## config.mk

```make
export PLATFORM = sky130hd
export DESIGN_NAME = pixel_color_restraint
export DESIGN_NICKNAME = d
export VERILOG_FILES = /design/src/rtl/core/pcr_pkg.sv /design/src/rtl/core/pixel_color_restraint.sv /design/src/rtl/core/pcr_stats.sv /design/src/rtl/core/pcr_blend.sv /design/src/rtl/core/pcr_select.sv
export SDC_FILE = /design/constraint.sdc
export NUM_CORES = 2
export LEC_CHECK = 0
export ABC_AREA = 1
export BUFFER_PORTS_ARGS = -buffer_cell sky130_fd_sc_hd__buf_2
export CAP_MARGIN = 40
export CELL_PAD_IN_SITES_DETAIL_PLACEMENT = 1
export CELL_PAD_IN_SITES_GLOBAL_PLACEMENT = 2
export CORE_ASPECT_RATIO = 0.8
export CORE_MARGIN = 1.5
export CORE_UTILIZATION = 45
export DETAILED_ROUTE_END_ITERATION = 16
export PLACE_DENSITY_LB_ADDON = 0.15
export SLEW_MARGIN = 20
export SYNTH_ARGS = -nofsm -noshare
export SYNTH_HDL_FRONTEND = slang
export SYNTH_SLANG_ARGS = --single-unit
```

## constraint.sdc

```tcl
create_clock -name clock -period 19.2 [get_ports clock]
set_input_delay 2.88 -clock clock [delete_from_list [all_inputs] [get_ports clock]]
set_output_delay 2.88 -clock clock [all_outputs]
set_load 0.1 [all_outputs]
```

## src/rtl/core/pcr_pkg.sv

```systemverilog
`default_nettype none

package pcr_pkg;

   typedef struct packed {
      logic [7:0] red_in;
      logic [7:0] green_in;
      logic [7:0] blue_in;
   } req_type;

   typedef struct packed {
      logic [7:0] red_out;
      logic [7:0] green_out;
      logic [7:0] blue_out;
   } rsp_type;

   typedef struct packed {
      logic [7:0] red;
      logic [7:0] green;
      logic [7:0] blue;
   } pix_type;

   // Adjustment chosen by the hue match: luma blend weight, green-into-red mix,
   // and per-channel percentage scales (PCT_UNITY leaves a channel alone).
   typedef struct packed {
      logic [7:0] weight;
      logic       mix;
      logic [6:0] k_red;
      logic [6:0] k_green;
      logic [6:0] k_blue;
   } adj_type;

   localparam logic [2:0] PROF_OFF        = 3'd0;
   localparam logic [2:0] PROF_PURPLE     = 3'd1;
   localparam logic [2:0] PROF_CYAN       = 3'd2;
   localparam logic [2:0] PROF_RED_CYAN   = 3'd3;
   localparam logic [2:0] PROF_BLUE_GREEN = 3'd4;
   localparam logic [2:0] PROF_BLUE_RED   = 3'd5;

   localparam logic [15:0] LUMA_KR = 16'd54;
   localparam logic [15:0] LUMA_KG = 16'd183;
   localparam logic [15:0] LUMA_KB = 16'd19;

   localparam logic [7:0] BASE_MAX_LIMIT  = 8'd228;
   localparam logic [7:0] LOW_MAX_LIMIT   = 8'd232;
   localparam logic [7:0] BASE_LUMA_MIN   = 8'd24;
   localparam logic [7:0] BASE_CHROMA_MIN = 8'd34;
   localparam logic [7:0] BASE_WEIGHT     = 8'd24;

   localparam logic [6:0]  PCT_UNITY    = 7'd100;
   // floor(p / 100) == (p * 5243) >> 19 for every p below 25600
   localparam logic [27:0] DIV100_MUL   = 28'd5243;
   localparam int          DIV100_SHIFT = 19;

   function automatic logic [7:0] luma_of(input pix_type p);
      logic [15:0] sum;
      sum = {8'd0, p.red} * LUMA_KR + {8'd0, p.green} * LUMA_KG
          + {8'd0, p.blue} * LUMA_KB;
      return sum[15:8];
   endfunction

endpackage

`default_nettype wire

```

## src/rtl/core/pixel_color_restraint.sv

```systemverilog
// pixel_color_restraint: per-pixel tint restraint for 8-bit RGB video.
// Pixels enter on the req_ channel (valid/ready, payload req_data) and leave
// on the rsp_ channel (valid/ready, payload rsp_data), one result per item,
// in order. csr_wr_en/csr_wr_data write the 3-bit tint profile; write it only
// while the pipeline is empty.
// The datapath is a six-stage pipeline: statistics and luma, base blend,
// second luma and hue match, weighted blend, percentage product, divide by
// 100 through a reciprocal multiply. An accepted item moves through the stage
// registers in order until rsp_valid shows it; throughput is one item per clock
// while rsp_ready stays high, set by the per-stage registers, each carrying one
// multiply level.
// Each stage has its own valid bit and loads when it is empty or when the
// stage after it moves, so bubbles close up and req_ready stays high while
// any stage is free; a stalled receiver backs the pipe up stage by stage
// and nothing is lost or repeated.
// Synchronous reset empties every stage and sets the profile to off
// (pass-through).
`default_nettype none

module pixel_color_restraint
   import pcr_pkg::*;
(
   input  logic       clock,
   input  logic       reset,
   input  logic       req_valid,
   output logic       req_ready,
   input  req_type    req_data,
   output logic       rsp_valid,
   input  logic       rsp_ready,
   output rsp_type    rsp_data,
   input  logic       csr_wr_en,
   input  logic [2:0] csr_wr_data
);

   logic [2:0] tint_profile_ff;

   // stage valid bits
   logic v1_ff, v2_ff, v3_ff, v4_ff, v5_ff, v6_ff;
   logic adv1, adv2, adv3, adv4, adv5, adv6;

   // stage 1: incoming pixel and its statistics
   pix_type    s1_pix_ff, s1_pix_in;
   logic [7:0] s1_luma_ff, s1_luma_in;
   logic       s1_base_ff, s1_base_in;
   logic       s1_low_ff, s1_low_in;
   logic [2:0] s1_prof_ff;

   // stage 2: after base blend
   pix_type    s2_pix_ff, s2_pix_in, s2_blend;
   logic       s2_low_ff;
   logic [2:0] s2_prof_ff;

   // stage 3: pixel, its luma and the chosen adjustment
   pix_type    s3_pix_ff;
   logic [7:0] s3_luma_ff, s3_luma_in;
   adj_type    s3_adj_ff, s3_adj_in;

   // stage 4: after weighted blend or green mix
   pix_type    s4_pix_ff, s4_pix_in, s4_blend;
   logic [6:0] s4_kr_ff, s4_kg_ff, s4_kb_ff;
   logic [11:0] mix_sum;

   // stage 5: percentage products
   logic [14:0] s5_pr_ff, s5_pr_in;
   logic [14:0] s5_pg_ff, s5_pg_in;
   logic [14:0] s5_pb_ff, s5_pb_in;

   // stage 6: result
   pix_type     s6_pix_ff, s6_pix_in;
   logic [27:0] q_r, q_g, q_b;

   // a stage loads when empty or when its contents move on
   always_comb begin
      adv6 = rsp_ready || !v6_ff;
      adv5 = adv6 || !v5_ff;
      adv4 = adv5 || !v4_ff;
      adv3 = adv4 || !v3_ff;
      adv2 = adv3 || !v2_ff;
      adv1 = adv2 || !v1_ff;
   end

   assign req_ready = adv1;
   assign rsp_valid = v6_ff;
   assign rsp_data.red_out   = s6_pix_ff.red;
   assign rsp_data.green_out = s6_pix_ff.green;
   assign rsp_data.blue_out  = s6_pix_ff.blue;

   always_ff @(posedge clock) begin
      if (reset) begin
         tint_profile_ff <= PROF_OFF;
         v1_ff <= 1'b0;
         v2_ff <= 1'b0;
         v3_ff <= 1'b0;
         v4_ff <= 1'b0;
         v5_ff <= 1'b0;
         v6_ff <= 1'b0;
      end else begin
         if (csr_wr_en) begin
            tint_profile_ff <= csr_wr_data;
         end
         if (adv1) v1_ff <= req_valid;
         if (adv2) v2_ff <= v1_ff;
         if (adv3) v3_ff <= v2_ff;
         if (adv4) v4_ff <= v3_ff;
         if (adv5) v5_ff <= v4_ff;
         if (adv6) v6_ff <= v5_ff;
      end
   end

   // stage 1: max, min, chroma, luma and the base-blend decision
   always_comb begin
      s1_pix_in.red   = req_data.red_in;
      s1_pix_in.green = req_data.green_in;
      s1_pix_in.blue  = req_data.blue_in;
   end

   pcr_stats u_stats (
      .pix     (s1_pix_in),
      .profile (tint_profile_ff),
      .luma    (s1_luma_in),
      .base_en (s1_base_in),
      .low     (s1_low_in)
   );

   always_ff @(posedge clock) begin
      if (adv1) begin
         s1_pix_ff  <= s1_pix_in;
         s1_luma_ff <= s1_luma_in;
         s1_base_ff <= s1_base_in;
         s1_low_ff  <= s1_low_in;
         s1_prof_ff <= tint_profile_ff;
      end
   end

   // stage 2: blend mid-range saturated pixels 24/256 toward luma
   pcr_blend u_base_blend (
      .pix     (s1_pix_ff),
      .luma    (s1_luma_ff),
      .weight  (BASE_WEIGHT),
      .blended (s2_blend)
   );

   assign s2_pix_in = s1_base_ff ? s2_blend : s1_pix_ff;

   always_ff @(posedge clock) begin
      if (adv2) begin
         s2_pix_ff  <= s2_pix_in;
         s2_low_ff  <= s1_low_ff;
         s2_prof_ff <= s1_prof_ff;
      end
   end

   // stage 3: luma of the blended pixel and the hue match
   assign s3_luma_in = luma_of(s2_pix_ff);

   pcr_select u_select (
      .pix     (s2_pix_ff),
      .low     (s2_low_ff),
      .profile (s2_prof_ff),
      .adj     (s3_adj_in)
   );

   always_ff @(posedge clock) begin
      if (adv3) begin
         s3_pix_ff  <= s2_pix_ff;
         s3_luma_ff <= s3_luma_in;
         s3_adj_ff  <= s3_adj_in;
      end
   end

   // stage 4: weighted blend (weight zero leaves the pixel as is), or mix
   // green into red for the blue-or-green profile's green case
   pcr_blend u_hue_blend (
      .pix     (s3_pix_ff),
      .luma    (s3_luma_ff),
      .weight  (s3_adj_ff.weight),
      .blended (s4_blend)
   );

   always_comb begin
      mix_sum   = {4'd0, s3_pix_ff.red} * 12'd15 + {4'd0, s3_pix_ff.green};
      s4_pix_in = s4_blend;
      if (s3_adj_ff.mix) begin
         s4_pix_in.red = mix_sum[11:4];
      end
   end

   always_ff @(posedge clock) begin
      if (adv4) begin
         s4_pix_ff <= s4_pix_in;
         s4_kr_ff  <= s3_adj_ff.k_red;
         s4_kg_ff  <= s3_adj_ff.k_green;
         s4_kb_ff  <= s3_adj_ff.k_blue;
      end
   end

   // stage 5: x * k
   always_comb begin
      s5_pr_in = {7'd0, s4_pix_ff.red}   * {8'd0, s4_kr_ff};
      s5_pg_in = {7'd0, s4_pix_ff.green} * {8'd0, s4_kg_ff};
      s5_pb_in = {7'd0, s4_pix_ff.blue}  * {8'd0, s4_kb_ff};
   end

   always_ff @(posedge clock) begin
      if (adv5) begin
         s5_pr_ff <= s5_pr_in;
         s5_pg_ff <= s5_pg_in;
         s5_pb_ff <= s5_pb_in;
      end
   end

   // stage 6: divide by 100 through the reciprocal multiply
   always_comb begin
      q_r = {13'd0, s5_pr_ff} * DIV100_MUL;
      q_g = {13'd0, s5_pg_ff} * DIV100_MUL;
      q_b = {13'd0, s5_pb_ff} * DIV100_MUL;
      s6_pix_in.red   = q_r[DIV100_SHIFT +: 8];
      s6_pix_in.green = q_g[DIV100_SHIFT +: 8];
      s6_pix_in.blue  = q_b[DIV100_SHIFT +: 8];
   end

   always_ff @(posedge clock) begin
      if (adv6) begin
         s6_pix_ff <= s6_pix_in;
      end
   end

   // input can only stall when every stage holds an item
   a_full_when_stalled: assert property (@(posedge clock) disable iff (reset)
      !req_ready |-> (v1_ff && v2_ff && v3_ff && v4_ff && v5_ff && v6_ff))
      else $error("input stalled with a free pipeline stage");

   // profile off never takes the base blend
   a_off_no_base: assert property (@(posedge clock) disable iff (reset)
      (v1_ff && s1_prof_ff == PROF_OFF) |-> !s1_base_ff)
      else $error("base blend enabled with profile off");

   // green mix excludes a luma blend and a red scale
   a_mix_alone: assert property (@(posedge clock) disable iff (reset)
      (v3_ff && s3_adj_ff.mix) |-> (s3_adj_ff.weight == 8'd0
                                    && s3_adj_ff.k_red == PCT_UNITY))
      else $error("green mix combined with blend or red scale");

   // nothing is presented in the cycle after reset
   a_empty_after_reset: assert property (@(posedge clock)
      ($past(reset) && !reset) |-> !rsp_valid)
      else $error("result valid right after reset");

endmodule

`default_nettype wire

```

## src/rtl/core/pcr_stats.sv

```systemverilog
`default_nettype none

module pcr_stats
   import pcr_pkg::*;
(
   input  pix_type    pix,
   input  logic [2:0] profile,
   output logic [7:0] luma,
   output logic       base_en,
   output logic       low
);

   logic [7:0] mx;
   logic [7:0] mn;
   logic [7:0] chroma;

   always_comb begin
      mx = (pix.red > pix.green) ? ((pix.red > pix.blue) ? pix.red : pix.blue)
                                 : ((pix.green > pix.blue) ? pix.green : pix.blue);
      mn = (pix.red < pix.green) ? ((pix.red < pix.blue) ? pix.red : pix.blue)
                                 : ((pix.green < pix.blue) ? pix.green : pix.blue);
      chroma = mx - mn;
      luma   = luma_of(pix);
      low    = (mx < LOW_MAX_LIMIT);
      base_en = (profile != PROF_OFF) && (mx < BASE_MAX_LIMIT)
             && (luma > BASE_LUMA_MIN) && (chroma > BASE_CHROMA_MIN);
   end

endmodule

`default_nettype wire

```

## src/rtl/core/pcr_blend.sv

```systemverilog
`default_nettype none

module pcr_blend
   import pcr_pkg::*;
(
   input  pix_type    pix,
   input  logic [7:0] luma,
   input  logic [7:0] weight,
   output pix_type    blended
);

   logic [15:0] inv_w;
   logic [15:0] luma_part;
   logic [15:0] sum_r;
   logic [15:0] sum_g;
   logic [15:0] sum_b;

   // c*(256-w) + L*w never exceeds 255*256, so 16 bits hold it
   always_comb begin
      inv_w     = 16'd256 - {8'd0, weight};
      luma_part = {8'd0, luma} * {8'd0, weight};
      sum_r     = {8'd0, pix.red}   * inv_w + luma_part;
      sum_g     = {8'd0, pix.green} * inv_w + luma_part;
      sum_b     = {8'd0, pix.blue}  * inv_w + luma_part;
      blended.red   = sum_r[15:8];
      blended.green = sum_g[15:8];
      blended.blue  = sum_b[15:8];
   end

endmodule

`default_nettype wire

```

## src/rtl/core/pcr_select.sv

```systemverilog
`default_nettype none

module pcr_select
   import pcr_pkg::*;
(
   input  pix_type    pix,
   input  logic       low,
   input  logic [2:0] profile,
   output adj_type    adj
);

   logic [8:0] r;
   logic [8:0] g;
   logic [8:0] b;

   always_comb begin
      r = {1'b0, pix.red};
      g = {1'b0, pix.green};
      b = {1'b0, pix.blue};

      adj.weight  = 8'd0;
      adj.mix     = 1'b0;
      adj.k_red   = PCT_UNITY;
      adj.k_green = PCT_UNITY;
      adj.k_blue  = PCT_UNITY;

      if (low) begin
         unique case (profile)
            PROF_PURPLE: begin
               if (r > g + 9'd12 && b > g + 9'd16 && r > 9'd48 && b > 9'd48) begin
                  adj.weight  = 8'd78;
                  adj.k_red   = 7'd92;
                  adj.k_green = 7'd92;
                  adj.k_blue  = 7'd94;
               end
            end
            PROF_CYAN: begin
               if (b > r + 9'd18 && g > r + 9'd8) begin
                  adj.weight  = 8'd64;
                  adj.k_red   = 7'd92;
                  adj.k_green = 7'd92;
                  adj.k_blue  = 7'd88;
               end
            end
            PROF_RED_CYAN: begin
               priority if (r > g + 9'd28 && r > b + 9'd24) begin
                  adj.weight = 8'd52;
                  adj.k_red  = 7'd90;
               end else if (b > r + 9'd16 && g > r + 9'd10) begin
                  adj.weight = 8'd48;
                  adj.k_blue = 7'd92;
               end else begin
                  // no match: hold the defaults
               end
            end
            PROF_BLUE_GREEN: begin
               priority if (b > r + 9'd18 && g > r + 9'd6) begin
                  adj.weight = 8'd48;
                  adj.k_blue = 7'd92;
               end else if (g > r + 9'd18 && g > b + 9'd8) begin
                  adj.mix     = 1'b1;
                  adj.k_green = 7'd91;
                  adj.k_blue  = 7'd94;
               end else begin
                  // no match: hold the defaults
               end
            end
            PROF_BLUE_RED: begin
               priority if (b > r + 9'd20 && b > g + 9'd8) begin
                  adj.weight = 8'd44;
                  adj.k_blue = 7'd90;
               end else if (r > g + 9'd26 && r > b + 9'd22) begin
                  adj.weight = 8'd40;
                  adj.k_red  = 7'd91;
               end else begin
                  // no match: hold the defaults
               end
            end
            default: begin
               // off and the unused codes 6 and 7: no further change
            end
         endcase
      end
   end

endmodule

`default_nettype wire
```

# [Word level (Yosys, flattened, before mapping)]
# Index checks and enable logic that the tools add are counted.
[totals] register_bits=250 latchBits=0 ramBits=0 mem_bits_ro=0 output_inout_bits=26 elab_cells=180 n_memories=0
[op_classes] add_sub_neg=27 n_mul=21 div_mod_pow=0 order_cmp=27 n_eq_ne=5 shifts=0 mux=31 n_bitwise=2 n_reduce_logical=27
[op_table] cell="$gt 8x9->1" n=15
[op_table] cell="$add 16x16->16" n=6
[op_table] cell="$mul 8x5->13 const B" n=7
[op_table] cell="$mul 15x13->27 const B" n=3
[op_table] cell="$add 8x5->9 const B" n=8
[op_table] cell="$mux 8" n=8
[op_table] cell="$mul 8x16->16" n=3
[op_table] cell="$mux 6" n=8
[op_table] cell="$add 8x4->9 const B" n=5
[op_table] cell="$mul 8x7->15" n=3
[op_table] cell="$mux 7" n=6
[op_table] cell="$mux 20" n=2
[op_table] cell="$pmux 8 s5" n=1
[op_table] cell="$pmux 7 s5" n=1
[op_table] cell="$add 14x16->16" n=2
[op_table] cell="$add 16x13->16" n=2
[op_table] cell="$mul 8x8->16 const B" n=2
[op_table] cell="$pmux 7 s4" n=1
[op_table] cell="$gt 8x6->1 const B" n=3
[op_table] cell="$gt 8x8->1" n=3
[op_table] cell="$lt 8x8->1" n=3
[op_table] cell="$mux 24" n=1
[op_table] cell="$pmux 7 s3" n=1
[op_table] cell="$lt 8x8->1 const B" n=2
[op_table] cell="19 further kinds" n=44

# [Longest topological paths before layout]
[logic_depth] ltp_word=7 mapped_depth=35 depth_no_buf=34

# [Hierarchy]
# A second synthesis with hierarchy kept.
[unflattened] hier_cells=7751 hier_area_um2=61714.2
[modules_own_cells] module="pixel_color_restraint" instances=1 cells_each=3211 area_per_inst_um2=30113.9 seq_area_each_um2=7417.1
[modules_own_cells] module="pcr_blend at u_hue_blend" instances=1 cells_each=1595 area_per_inst_um2=11101.9 seq_area_each_um2=0.0
[modules_own_cells] module="pcr_blend at u_base_blend" instances=1 cells_each=1532 area_per_inst_um2=10826.6 seq_area_each_um2=0.0
[modules_own_cells] module="pcr_stats" instances=1 cells_each=701 area_per_inst_um2=5190.0 seq_area_each_um2=0.0
[modules_own_cells] module="pcr_select" instances=1 cells_each=712 area_per_inst_um2=4481.8 seq_area_each_um2=0.0

# [Worst setup path after synthesis]
# OpenSTA, ideal clock, no wires.
[synth_timing] path_type="input -> output" startpoint="in rsp_ready" endpoint="out req_ready" arrival_time_ns=8.148 required_time_ns=16.320 setup_slack_ns=8.172 stages=10 n_path_buf=0 path_cell_list="nor2_1 > inv_1 > nor2_1 > inv_1 > nor2_1 > inv_1 > nor2_1 > inv_1 > nor2_1 > nand2_1"
[synth_via] elab_chain_cells=6
[synth_lines] item="from (decl)" line="pixel_color_restraint.sv:29" rtl="input logic rsp_ready,"
[synth_lines] item="$logic_or 1x1->1" line="pixel_color_restraint.sv:74" rtl="adv6 = rsp_ready || !v6_ff;"
[synth_lines] item="named net adv6" line="pixel_color_restraint.sv:39" rtl="logic adv1, adv2, adv3, adv4, adv5, adv6;"
[synth_lines] item="$logic_or 1x1->1" line="pixel_color_restraint.sv:75" rtl="adv5 = adv6 || !v5_ff;"
[synth_lines] item="named net adv5" line="pixel_color_restraint.sv:39"
[synth_lines] item="$logic_or 1x1->1" line="pixel_color_restraint.sv:76" rtl="adv4 = adv5 || !v4_ff;"
[synth_lines] item="named net adv4" line="pixel_color_restraint.sv:39"
[synth_lines] item="$logic_or 1x1->1" line="pixel_color_restraint.sv:77" rtl="adv3 = adv4 || !v3_ff;"
[synth_lines] item="named net adv3" line="pixel_color_restraint.sv:39"
[synth_lines] item="$logic_or 1x1->1" line="pixel_color_restraint.sv:78" rtl="adv2 = adv3 || !v2_ff;"
[synth_lines] item="$logic_or 1x1->1" line="pixel_color_restraint.sv:79" rtl="adv1 = adv2 || !v1_ff;"
[synth_lines] item="to (decl)" line="pixel_color_restraint.sv:26" rtl="output logic req_ready,"
# The timed path passes the listed nets, and every way through them passes these cells.

# [Worst setup path in the final report]
# Same ends and word-level chain as after synthesis.

==> reports/qor.csv <==
metric,value,unit
drive_above_1_share,3.24,%
wl,135000,um
dp_hpwl,115000,um
min_from,s3_adj_ff[11],
top_level_ports,58,
setup_viol,0,
netlist.area_leader.share,25.6,%
whs_path_depth,0,
cts.sinks,231,
rsz0062_at_grt,no,
die_h,298,um
grt_pass1_vias,40060,
maxCapViolCount,0,
vias,36926,
cts.clk_slew.worst_paths,60,ps
min_period,8620,ps
syn-cell-area,0.0491,mm^2
synth_area_leaders,"fa_1, ha_1, edfxtp_1",
wl_per_cell,18.5,um
worst_pin_slew,904,ps
post_cts_resized,0,
clock-root-buffer,clkbuf_16,
nets,7431,
holdBufCountCts,0,
crit_path_max_fanout,54,
numCtsBuffers,34,
yosysMostFrequentCell,inv_1,
portBuffers,57,
skew,30.0,ps
cp.arrival,5740,ps
hold_violations,0,
critPathSlowestCell,buf_4,
syn-num-nets,7364,
cts_setup_buffers,0,
syn_area_per_cell,8.55,um^2
die_x,372,um
cpPeakStageDelay,570,ps
overflow,0,
crit_chain,buf_2 -> nor2_1 -> inv_1 -> buf_4 -> nor2_1 -> inv_2 -> nor2_1 -> clkinv_1 -> nor2_1 -> inv_2 -> buf_4 -> nor2_1 -> nand2_2 -> buf_4 -> buf_2,
grt_max_degree,55,
grt.total_usage,25.1,%
yosysSeqAreaShare,14.0,%
gp_congestion,0.854,
fmax,116,MHz
status,completed,
antenna_found_initial,2,
area_delta_synth_final,6.53,%
synth_edf_count,222,
core_area,0.108,mm^2
synth_seq_cells,231,
via_per_inst,5.09,
dr.pass1.iters,5,
post-route-period-util,44.9,%
clock_latency,580,ps
slew_viol_final,0,
cts_tree,yes,
grt_pass1_wl,219000,um
drtAntennaViolNets,0,
ctsHtreeMaxLevel,2,
start_kind,input port,
rr_worst_depth,32,
crit_path_frequent_cell,nor2_1,
setup.reg_to_reg.worst_slack,10950,ps
yosys_warnings,0,
required,16320,ps
syn_inst,5737,
async_flop_share,0,%
drc_errors,0,
num_rows,108,
hp-class,reg2reg,
min_to,s4_kg_ff[4],
start_util,45.3,%
synth_top_cells_by_count,"inv_1, ha_1, nand2_1",
r2r_end,s4_pix_ff[21],
end_kind,output pin,
reg2reg_from,s3_adj_ff[24],
synth_ff_type,edfxtp_1,
dieArea,0.111,mm^2
fin_setup_tns,0,ps
fill_cells,12929,
synth_cell_type_count,60,
worstSetupPathType,in2out,
synth_top_area_cell,fa_1,
antenna_cells,0,
clockBufferDepth,3,
max_slew_margin,39.6,%
drt_iter0_drc,1781,
critical path: cells and delay by family:
family | cells | cell delay (ps)
and+or+nand+nor | 6 | 500
buffers and inverters | 9 | 2250
cells by family (layout without fill, tap and decap cells):
kind of cell / Yosys count / after routing / synth area share (%)
mux: 1 / 1 / 0.0229
xor+xnor: 233 / 233 / 4.17
fa+ha+maj: 1595 / 1595 / 50.3
compound gates: 582 / 582 / 6.60
buf+inv: 1559 / 1651 / 12.0
flops: 231 / 231 / 14.0
simple gates: 1536 / 1536 / 13.0
state kept, by name, summed over array words and instances (netlist names), 4 cells and up:
signal and count:
s4_kr_ff 5, s1_luma_ff 8, s4_kg_ff 4, s1_pix_ff 24
s5_pg_ff 15, s5_pb_ff 14, s3_luma_ff 8, s3_adj_ff 20
s4_kb_ff 4, rsp_data 24, s2_pix_ff 24, s5_pr_ff 15
s4_pix_ff 24, s3_pix_ff 24
worst max-delay path by stage:
| stage | from | end | slack (ps) | cells after the start |
|---|---|---|---|---|
| global route | rsp_ready | req_ready | 10330 | 15 |
| floorplan | rsp_ready | req_ready | 8170 | 10 |
| global placement | rsp_ready | req_ready | 10570 | 15 |
| detailed placement | rsp_ready | req_ready | 10500 | 15 |
| finish | rsp_ready | req_ready | 10580 | 15 |
| CTS | rsp_ready | req_ready | 10500 | 15 |
placed cells by master (no fill, tap or decap), drive strengths merged, types with 72 or more instances in the layout:
| cell type | count |
|---|---|
| inv | 1506 |
| ha | 968 |
| nand2 | 959 |
| fa | 627 |
| a21oi | 305 |
| nor2 | 271 |
| edfxtp | 222 |
| nand3 | 173 |
| xor2 | 161 |
| o21ai | 158 |
| buf | 87 |
| xnor2 | 72 |
metrics by stage:
step	cells	area (um^2)	worst slack (ps)	hold slack [ps]	util (%)
finish	7259	52300	10580	420	48.3
global route	7259	52300	10330	423	48.3
CTS	7259	52300	10500	420	48.3
detailed placement	7198	51100	10500	406	47.2
global placement	7193	51100	10570	405	47.2
floorplan	5737	49100	8170	400	-
final cells by class:
type                       count  area [um^2]  area share, %
clock inverter                20          215          0.412
sequential                   231         6850           13.1
clock buffer                  41          918           1.76
tap                         1430         1790           3.42
timing repair buffer          87          533           1.02
multi-input combinational   3947        36300           69.5
inverter                    1503         5640           10.8
per-layer routing:
| layer | GRT usage [%] | routed length, um |
|---|---|---|
| met1 | 36.7 | 66700 |
| met2 | 39.9 | 60300 |
| met3 | 2.88 | 4950 |
| met4 | 5.02 | 2630 |
| met5 | 0 | 0 |
Power is not shown: default switching activity piles up to over one toggle a cycle in this logic, so the estimate is an artifact.
